### config.mk
export PLATFORM = sky130hd
export DESIGN_NAME = seven_segment_serial_link_driver
export DESIGN_NICKNAME = d
export VERILOG_FILES = /design/src/hdl/ssld_pkg.sv /design/src/hdl/seven_segment_serial_link_driver.sv
export SDC_FILE = /design/constraint.sdc
export NUM_CORES = 1
export LEC_CHECK = 0
export ABC_AREA = 0
export BUFFER_PORTS_ARGS = -buffer_cell sky130_fd_sc_hd__buf_2
export CORE_MARGIN = 4
export CORE_UTILIZATION = 50
export CTS_BUF_LIST = sky130_fd_sc_hd__clkbuf_2
export CTS_CLUSTER_SIZE = 20
export DETAILED_ROUTE_END_ITERATION = 8
export GPL_TIMING_DRIVEN = 0
export PLACE_DENSITY = 0.69
export SYNTH_ARGS = -nofsm -noshare
export SYNTH_HDL_FRONTEND = slang
export SYNTH_SLANG_ARGS = --single-unit
export TNS_END_PERCENT = 10
### constraint.sdc
create_clock -name clk -period 15.1 [get_ports clk]
set_input_delay 2.265 -clock clk [delete_from_list [all_inputs] [get_ports clk]]
set_output_delay 2.265 -clock clk [all_outputs]
set_load 0.01 [all_outputs]
### src/hdl/ssld_pkg.sv
// Package for the seven-segment serial link driver.
// Holds slot kind codes, request codes, the slot decoder and the digit table.
// No dependencies.
package ssld_pkg;

  localparam int POSITIONS_DEFAULT = 4;

  // Request codes carried in the input tuser
  localparam logic [1:0] OP_TICK    = 2'd0;
  localparam logic [1:0] OP_COMMAND = 2'd1;
  localparam logic [1:0] OP_SEGMENT = 2'd2;
  localparam logic [1:0] OP_DIGIT   = 2'd3;

  // Configuration register indexes
  localparam logic [7:0] REG_DATA_COMMAND    = 8'd0;
  localparam logic [7:0] REG_ADDRESS_COMMAND = 8'd1;

  localparam logic [7:0] DATA_COMMAND_RESET    = 8'h44;
  localparam logic [7:0] ADDRESS_COMMAND_RESET = 8'hC0;

  // Slot kinds
  localparam logic [3:0] K_IDLE     = 4'd0;
  localparam logic [3:0] K_START    = 4'd1;
  localparam logic [3:0] K_HOLD     = 4'd2;
  localparam logic [3:0] K_LOW      = 4'd3;
  localparam logic [3:0] K_HIGH     = 4'd4;
  localparam logic [3:0] K_REL_LOW  = 4'd5;
  localparam logic [3:0] K_REL_HIGH = 4'd6;
  localparam logic [3:0] K_ACK_END  = 4'd7;
  localparam logic [3:0] K_STOP     = 4'd8;

  // Phase layout: bit 6 marks a single-frame command, low six bits count slots
  localparam logic [5:0] FRAME0_LAST  = 6'd22;
  localparam logic [6:0] FRAME1_LAST  = 7'd63;
  localparam logic [6:0] PHASE_FIRST  = 7'd1;
  localparam logic [6:0] PHASE_SINGLE = 7'd65;
  localparam logic [5:0] BYTE_SLOTS   = 6'd19;

  typedef struct packed {
    logic [3:0] kind;
    logic       frame;
    logic       bidx;
    logic [4:0] sub;
  } slot_t;

  function automatic slot_t slot_decode(input logic [6:0] p);
    slot_t      s;
    logic [5:0] q;
    logic [5:0] o;
    logic [5:0] r;
    logic [5:0] stop_o;
    logic [5:0] sub_w;
    s = '0;
    q = p[5:0];
    s.frame = (q > FRAME0_LAST);
    o = s.frame ? (q - (FRAME0_LAST + 6'd1)) : (q - 6'd1);
    stop_o = s.frame ? (6'd2 + 6'd2 * BYTE_SLOTS) : (6'd2 + BYTE_SLOTS);
    r = o - 6'd2;
    s.bidx = (r >= BYTE_SLOTS);
    sub_w = s.bidx ? (r - BYTE_SLOTS) : r;
    s.sub = sub_w[4:0];
    if (q == 6'd0 || (p[6] && s.frame)) begin
      s = '0;
    end else if (o == 6'd0) begin
      s.kind = K_START;
    end else if (o == 6'd1) begin
      s.kind = K_HOLD;
    end else if (o == stop_o) begin
      s.kind = K_STOP;
    end else if (o > stop_o) begin
      s = '0;
    end else if (sub_w < 6'd16) begin
      s.kind = sub_w[0] ? K_HIGH : K_LOW;
    end else if (sub_w == 6'd16) begin
      s.kind = K_REL_LOW;
    end else if (sub_w == 6'd17) begin
      s.kind = K_REL_HIGH;
    end else begin
      s.kind = K_ACK_END;
    end
    return s;
  endfunction

  function automatic logic [7:0] digit_segments(input logic [3:0] d);
    logic [7:0] seg;
    case (d)
      4'd0: seg = 8'h3F;
      4'd1: seg = 8'h06;
      4'd2: seg = 8'h5B;
      4'd3: seg = 8'h4F;
      4'd4: seg = 8'h66;
      4'd5: seg = 8'h6D;
      4'd6: seg = 8'h7D;
      4'd7: seg = 8'h07;
      4'd8: seg = 8'h7F;
      4'd9: seg = 8'h6F;
      default: seg = 8'h00;
    endcase
    return seg;
  endfunction

endpackage

### src/hdl/seven_segment_serial_link_driver.sv
// Two-wire seven-segment display link driver, top level.
// Each result is registered; it appears in the cycle after its input is accepted.
// Throughput: one transaction per cycle while the result is not stalled; the slot
// step is one pass through the phase decoder between the state and result registers.
// Reset (rst, synchronous): idle phase, lines at clock 1 / data 1, ack 0,
// command registers at 0x44 and 0xC0, no result pending.
// Depends on ssld_pkg.
module seven_segment_serial_link_driver
  import ssld_pkg::*;
#(
  parameter int POSITIONS = POSITIONS_DEFAULT
) (
  input  logic       clk,
  input  logic       rst,
  // request / tick stream
  input  logic       s_tvalid,
  output logic       s_tready,
  input  logic [15:0] s_tdata,  // position[1:0], payload[9:2], colon[10], dio_in[11], zeros
  input  logic [1:0] s_tuser,   // op[1:0]
  // result stream
  output logic       m_tvalid,
  input  logic       m_tready,
  output logic [7:0] m_tdata,   // clk_out[0], dio_out[1], dio_drive[2], busy_res[3],
                                // ack_bit[4], rejected[5], zeros
  // configuration writes
  input  logic       cfg_valid,
  output logic       cfg_ready,
  input  logic [7:0] cfg_index,
  input  logic [7:0] cfg_data
);

  localparam logic [7:0] POS_MASK = 8'(POSITIONS - 1);

  // Sequencer state
  logic [6:0] phase, phase_next;
  logic [7:0] shift_byte, shift_byte_next;
  logic [7:0] address_byte, address_byte_next;
  logic [7:0] segment_byte, segment_byte_next;
  logic       ack_register, ack_register_next;
  logic [7:0] data_command, address_command;

  logic       s_fire;
  logic [1:0] op;
  logic [1:0] position;
  logic [7:0] payload;
  logic       colon;
  logic       dio_in;

  logic [7:0] seg;
  slot_t      cur_slot, step_slot, fin_slot;
  logic       clk_level, data_level, drive, rejected;

  // Take a new transaction whenever the result register is empty or draining
  assign s_tready  = !m_tvalid || m_tready;
  assign s_fire    = s_tvalid && s_tready;
  assign cfg_ready = 1'b1;

  assign op       = s_tuser;
  assign position = s_tdata[1:0];
  assign payload  = s_tdata[9:2];
  assign colon    = s_tdata[10];
  assign dio_in   = s_tdata[11];

  always_comb begin
    phase_next        = phase;
    shift_byte_next   = shift_byte;
    address_byte_next = address_byte;
    segment_byte_next = segment_byte;
    ack_register_next = ack_register;
    rejected          = 1'b0;
    seg               = payload;
    cur_slot          = slot_decode(phase);
    step_slot         = '0;

    if (op != OP_TICK) begin
      // Requests start only from idle; digits above nine are refused outright
      if (phase != 7'd0 || (op == OP_DIGIT && payload > 8'd9)) begin
        rejected = 1'b1;
      end else if (op == OP_COMMAND) begin
        shift_byte_next = payload;
        phase_next      = PHASE_SINGLE;
      end else begin
        if (op == OP_DIGIT) begin
          seg = digit_segments(payload[3:0]);
        end
        // Colon lives in bit 7 of the second position
        if (position == 2'd1) begin
          seg[7] = colon;
        end
        segment_byte_next = seg;
        address_byte_next = address_command | ({6'd0, position} & POS_MASK);
        shift_byte_next   = data_command;
        phase_next        = PHASE_FIRST;
      end
    end else if (phase != 7'd0) begin
      if (cur_slot.kind == K_HIGH) begin
        shift_byte_next = {1'b0, shift_byte[7:1]};
      end
      if (cur_slot.kind == K_REL_HIGH) begin
        ack_register_next = dio_in;
      end
      // Drop to idle after the stop slot of the last frame
      if (cur_slot.kind == K_IDLE || (phase[6] && phase[5:0] == FRAME0_LAST) ||
          phase == FRAME1_LAST) begin
        phase_next = 7'd0;
      end else begin
        phase_next = phase + 7'd1;
      end
      // Load address or segment byte at the first bit slot of each byte in frame 1
      step_slot = slot_decode(phase_next);
      if (step_slot.kind == K_LOW && step_slot.sub == 5'd0 && step_slot.frame) begin
        shift_byte_next = step_slot.bidx ? segment_byte : address_byte;
      end
    end

    fin_slot = slot_decode(phase_next);
    if (fin_slot.kind == K_IDLE) begin
      phase_next = 7'd0;
    end

    drive = 1'b1;
    case (fin_slot.kind)
      K_START:    begin clk_level = 1'b1; data_level = 1'b1; end
      K_HOLD:     begin clk_level = 1'b1; data_level = 1'b0; end
      K_LOW:      begin clk_level = 1'b0; data_level = shift_byte_next[0]; end
      K_HIGH:     begin clk_level = 1'b1; data_level = shift_byte_next[0]; end
      K_REL_LOW:  begin clk_level = 1'b0; data_level = 1'b0; drive = 1'b0; end
      K_REL_HIGH: begin clk_level = 1'b1; data_level = 1'b0; drive = 1'b0; end
      K_ACK_END:  begin clk_level = 1'b0; data_level = 1'b0; end
      K_STOP:     begin clk_level = 1'b1; data_level = 1'b0; end
      default:    begin clk_level = 1'b1; data_level = 1'b1; end
    endcase
  end

  // Advance state and load the result register on each accepted transaction
  always_ff @(posedge clk) begin
    if (rst) begin
      phase        <= 7'd0;
      shift_byte   <= 8'd0;
      address_byte <= 8'd0;
      segment_byte <= 8'd0;
      ack_register <= 1'b0;
      m_tvalid     <= 1'b0;
    end else begin
      if (s_fire) begin
        phase        <= phase_next;
        shift_byte   <= shift_byte_next;
        address_byte <= address_byte_next;
        segment_byte <= segment_byte_next;
        ack_register <= ack_register_next;
        m_tvalid     <= 1'b1;
      end else if (m_tready) begin
        m_tvalid <= 1'b0;
      end
    end
  end

  // Result payload; hold while stalled
  always_ff @(posedge clk) begin
    if (s_fire) begin
      m_tdata <= {2'b00, rejected, ack_register_next, (phase_next != 7'd0),
                  drive, data_level, clk_level};
    end
  end

  // Configuration registers; indexes beyond the list are ignored
  always_ff @(posedge clk) begin
    if (rst) begin
      data_command    <= DATA_COMMAND_RESET;
      address_command <= ADDRESS_COMMAND_RESET;
    end else if (cfg_valid && cfg_ready) begin
      case (cfg_index)
        REG_DATA_COMMAND:    data_command    <= cfg_data;
        REG_ADDRESS_COMMAND: address_command <= cfg_data;
        default: ;
      endcase
    end
  end

  // A request refused while busy must not move the sequencer
  assert property (@(posedge clk) disable iff (rst)
    s_fire && phase != 7'd0 && op != OP_TICK |=> $stable(phase))
    else $error("busy request advanced the phase");

  // A stalled result blocks new input
  assert property (@(posedge clk) disable iff (rst)
    m_tvalid && !m_tready |-> !s_tready)
    else $error("input accepted over a stalled result");

  // A released data wire only occurs inside a transfer
  assert property (@(posedge clk) disable iff (rst)
    m_tvalid && !m_tdata[2] |-> m_tdata[3])
    else $error("data wire released while idle");

  // Phase stays within the two frame layouts
  assert property (@(posedge clk) disable iff (rst)
    phase <= FRAME1_LAST || (phase >= PHASE_SINGLE && phase <= 7'd86))
    else $error("phase outside frame layout");

endmodule

# ---- After elaboration in Yosys (flattened, before gate mapping)
# Memory sizes are Yosys's and may differ from the RTL's.
# Cells that the tools add are included.
dict set report classes {
  mux 76
  eq_ne 29
  bitwise 3
  addsub 13
  n_reduce_logical 40
  order_cmp 13
}
# cell n
set op_table {}
lappend op_table {{two-way mux 7 bit} 20}
lappend op_table {{two-way mux 4 bit} 18}
lappend op_table {{two-way mux 8 bit} 8}
lappend op_table {{two-way mux 11 bit} 5}
lappend op_table {{two-way mux 6 bit} 9}
lappend op_table {{equality test 6 x 5 -> 1 bit (second input constant)} 7}
lappend op_table {{zero test 6 bit} 6}
lappend op_table {{subtractor 6 x 5 -> 6 bit (second input constant)} 6}
lappend op_table {{equality test 4 x 3 -> 1 bit (second input constant)} 6}
lappend op_table {{equality test 6 x 1 -> 1 bit (second input constant)} 3}
lappend op_table {{equality test 6 bit} 3}
lappend op_table {{greater-or-equal comparator 6 x 5 -> 1 bit (second input constant)} 3}
lappend op_table {{> comparator 6 x 5 -> 1 bit (second input constant)} 3}
lappend op_table {{> comparator 6 bit} 3}
lappend op_table {{less-than comparator 6 x 5 -> 1 bit (second input constant)} 3}
lappend op_table {{subtractor 6 x 1 -> 6 bit (second input constant)} 3}
lappend op_table {{subtractor 6 x 2 -> 6 bit (second input constant)} 3}
lappend op_table {{nonzero test 7 bit} 2}
lappend op_table {{equality test 4 x 2 -> 1 bit (second input constant)} 3}
lappend op_table {{two-way mux 1 bit} 12}
lappend op_table {{two-way mux 3 bit} 3}
lappend op_table {{equality test 8 x 1 -> 1 bit (second input constant)} 1}
lappend op_table {{> comparator 8 x 4 -> 1 bit (second input constant)} 1}
lappend op_table {{logical AND 1 bit} 8}
lappend op_table {{21 further kinds} 35}
dict set report totals {
  inputBits 39
  mem_count 1
  register_bits 55
  wordCells 186
  rom_bits 112
}
# name words width read_ports rd_clocked_by_memory_dff write_ports line
set memory_table {}
lappend memory_table {{(no name shown)} 16 7 1 0 0 ssld_pkg.sv:86} ;# case (d)

# ---- Longest topological paths before layout
dict set report depth {
  ltp_word 43
  ltp_mapped 46
  depth_no_buf 40
}

# ---- Least setup slack after synthesis
# No wires, ideal clock.
dict set report synth_timing {
  path_kind {reg-to-reg}
  startpoint {register phase[0]}
  endpoint {register phase[2]}
  n_path_buf 4
  arrival_time_ps 9330
  period_less_slack_ps 9447
  slack_ps 5653
  path_stages_with_launch 39
  cell_sequence {dfxtp_1 -> buf_2 -> inv_1 -> clkbuf_1 -> ha_1 -> o31ai_1 -> a21o_1 -> inv_1 -> fa_1 -> xor2_1 -> inv_1 -> ha_1 -> clkbuf_1 -> or4_1 -> a21oi_2 -> nor4_4 -> a2111oi_2 -> o31ai_2 -> [3 not listed] -> a21oi_1 -> inv_1 -> fa_1 -> xor2_1 -> inv_1 -> ha_1 -> nor2_1 -> nand2_1 -> inv_1 -> a311oi_1 -> o22ai_1 -> a211o_1 -> mux2i_1 -> a2111oi_1 -> o21ai_1 -> or4_1 -> buf_2 -> a32o_1}
}
dict set report synth_via {
  elab_chain_len 38
}
# element line
set synth_lines {}
lappend synth_lines {{from (decl)} seven_segment_serial_link_driver.sv:35} ;# logic [6:0] phase, phase_next;
lappend synth_lines {{from (signal assigned)} seven_segment_serial_link_driver.sv:146} ;# phase <= phase_next;
lappend synth_lines {{parallel branches: the longest is 21 deep, another holds subtractor 6 x 1 -> 6 bit} --}
lappend synth_lines {{two-way mux 7 bit (*)} seven_segment_serial_link_driver.sv:75} ;# if (op != OP_TICK) begin
lappend synth_lines {{parallel branches: the longest is 15 deep, another holds subtractor 6 x 1 -> 6 bit} --}
lappend synth_lines {{two-way mux 7 bit (*)} seven_segment_serial_link_driver.sv:117} ;# if (fin_slot.kind == K_IDLE) begin
# Every way passes the cells marked *. The select of a mux whose other input is x is not followed.
# A chain may end at the register's enable or synchronous reset.

# ---- Worst setup path in the final report
dict set report layout_timing {
  startpoint {register phase[0]}
  endpoint {register phase[3]}
}
# Same word-level chain as after synthesis.

==> impl_metrics.tcl <==
set metrics [dict create \
    status "finished, final reports clean" \
    antenna_left 0 \
    num_rows 40 \
    seq_area_frac_synth_pct 19.0 \
    hold_class "flip-flop to flip-flop" \
    instances_no_fill 985 \
    setup_viol 0 \
    drc 0 \
    yosysWarnings 0 \
    die_area_um2 14000 \
    period_needed_ns 11.80 \
    cts_buffer_depth 2 \
    synth-main-ff-cell "dfxtp_1" \
    dieHeight_um 118 \
    maxCapViolations 0 \
    cts_resized 0 \
    rsz0062_at_grt "false" \
    ir_worst_vdd_uv 70.8 \
    grt_pass1_wl_mm 28.1 \
    root_buffer "clkbuf_2" \
    power-per-cell-area_nw_per_um2 90.4 \
    overflow 0 \
    avgSynthCellArea_um2 7.72 \
    fin_skew_ns 0.0437 \
    cts.sinks 55 \
    clkLatencyLatePin_ns 0.46 \
    synth_area_leader_cell "dfxtp_1" \
    multiInputGateArea_um2 4590 \
    track_usage_pct 23.1 \
    antenna_found_initial 0 \
    fin_crit_sh_pct 78.2 \
    regArea_um2 1160 \
    critPathMaxFanout 12 \
    cp_common_cell "inv_1" \
    gp_congestion 0.979 \
    critical-path-max-stage-delay_ns 0.68 \
    n_antenna_cell 0 \
    p_total_mw 0.591 \
    cts_buffers 5 \
    synth_edf_count 6 \
    ys_top_cells_by_area "dfxtp_1, ha_1, a21oi_1" \
    synth-seq-cells 55 \
    drv_slew 0 \
    criticalPathCategory "flip-flop to flip-flop" \
    drive_gt1_share_pct 12.3 \
    routed_via_density 6.56 \
    dr_total_vias 6459 \
    cp-start-kind "flip-flop" \
    io_buffers 39 \
    p_leak_nw 2.53 \
    max_freq_mhz 84.7 \
    postCtsSetupBuffers 0 \
    drt_iter0_markers 609 \
    nets 924 \
    holdBufCountCts 0 \
    regToRegSetupSlack_ns 3.30 \
    initial_utilization_pct 51.0 \
    final_core_util_pct 54.6 \
    slowest_stage "o31ai_2" \
    required_ns 15.49 \
    nFillCells 1133 \
    drt-total-wl_mm 17.3 \
    clk_pin_slew_ns 0.31 \
    timing.slew.headroom_pct 36.8 \
    synthToLayoutAreaGrowth_pct 7.07 \
    dp_hpwl_mm 13.5 \
    final_hold_viol_count 0 \
    cts_tree "yes" \
    core-area_um2 12000 \
    tightest_slew_ns 0.939 \
    syn_inst 790 \
    cts.htree.levels 2 \
    synth_top_area_share_pct 16.1 \
    io_pins 50 \
    dp.cells 977 \
    fin_setup_tns_ns 0 \
    grt_max_degree 19 \
    synth.distinct_cells 105 \
    wl_per_cell_um 17.6 \
    syn_area_um2 6100 \
    async_flop_share_pct 0 \
    worstPathArrival_ns 12.20 \
    drtPass1Iterations 6 \
    grt_pass1_vias 5841 \
    endpoint_kind "flip-flop" \
    die_w_um 118 \
]
-- state kept, by name, summed over array words and instances, names as in the netlist --
| signal | flops |
|---|---|
| ack_register | 1 |
| phase | 7 |
| address_command | 8 |
| m_tvalid | 1 |
| m_tdata | 6 |
| shift_byte | 8 |
| address_byte | 8 |
| data_command | 8 |
| segment_byte | 8 |
-- worst max-delay path, delay by kind of cell (launching register included) --
| family | cells | cell delay [ns] |
|---|---|---|
| compound gates | 17 | 4.99 |
| buf+inv | 11 | 2.06 |
| fa+ha+maj | 5 | 2.04 |
| simple gates | 8 | 1.58 |
| flops | 1 | 0.55 |
| xor+xnor | 1 | 0.50 |
-- synth_stat cells (all sizes together) (5+ instances only) --
library cell,count
nand4,12
mux2,6
nand2b,8
o31ai,9
xor2,8
a21o,8
a32o,6
edfxtp,6
clkbuf,26
dfxtp,49
and2,7
a211o,12
o21a,5
a21oi,66
xnor2,14
a31oi,8
a22oi,9
o31a,6
nand2,59
ha,45
nand3,27
or3,8
nor4,14
a311oi,11
mux2i,24
o211ai,13
nor2,79
and3,7
a221oi,5
a2111oi,6
nor3,32
inv,45
o21ai,35
a211oi,11
buf,12
nor2b,12
-- routing by layer --
layer | vias to the layer above | GRT usage [%] | part of all wire [%]
met2 | 285 | 37.8 | 45
li1 | 3101 | - | -
met3 | 39 | 2.73 | 5.9
met4 | 0 | 5.43 | 1.9
met5 | - | 0 | 0
met1 | 3034 | 32.7 | 47
-- where the power goes --
group / leakage [nW] / switching [mW] / internal [mW]
Combinational: 2.05 / 0.222 / 0.141
Clock: 0.0335 / 0.0495 / 0.0124
Sequential: 0.452 / 0.00556 / 0.161
Total: 2.53 / 0.277 / 0.314
-- worst paths after layout --
check	start	to	cells past startpoint
max	phase[0]	phase[3]	42
min	address_command[5]	address_byte[5]	2
max reg2reg	phase[0]	phase[3]	42
min reg2reg	address_command[5]	address_byte[5]	2
-- per-stage QoR --
step	cell area, µm²	hold slack [ns]	setup WS [ns]
after detailed placement	6480	0.447	3.61
final	6530	0.455	3.30
after floorplan	6110	0.432	5.65
after CTS	6530	0.474	3.47
after global routing	6530	0.485	2.52
after global placement	6480	0.440	3.80
-- layout make-up --
cell class | count | area share, %
plain buffers | 38 | 2.80
clock buffers | 5 | 0.383
clock inverters | 3 | 0.364
inverters | 46 | 2.64
multi-input cells | 652 | 70.2
flip-flops and latches | 55 | 17.8
well taps | 147 | 2.82
repair buffers | 39 | 2.99
-- kinds of logic (layout without fill, tap and decap cells) --
kind of cell | count (synthesis) | in the layout | share of synthesized area [%]
adders and majority gates | 48 | 48 | 10.2
muxes | 30 | 30 | 5.17
and+or+nand+nor | 288 | 288 | 24.0
AOI/OAI and AO/OA | 260 | 260 | 31.8
xor gates and xnor gates | 23 | 23 | 3.77
buffers and inverters | 84 | 131 | 5.82
DFF | 55 | 55 | 19.0
other | 2 | 3 | 0.123
-- placed cells by master (no fill, tap or decap), types with 24 or more instances in the layout --
cell / count
clkbuf_1: 26
dfxtp_1: 49
ha_1: 45
nor2_1: 78
nand2_1: 59
o21ai_0: 30
mux2i_1: 24
inv_1: 42
nor3_1: 30
a21oi_1: 63
nand3_1: 27
buf_2: 44
Power figures use the tool's default switching activity.
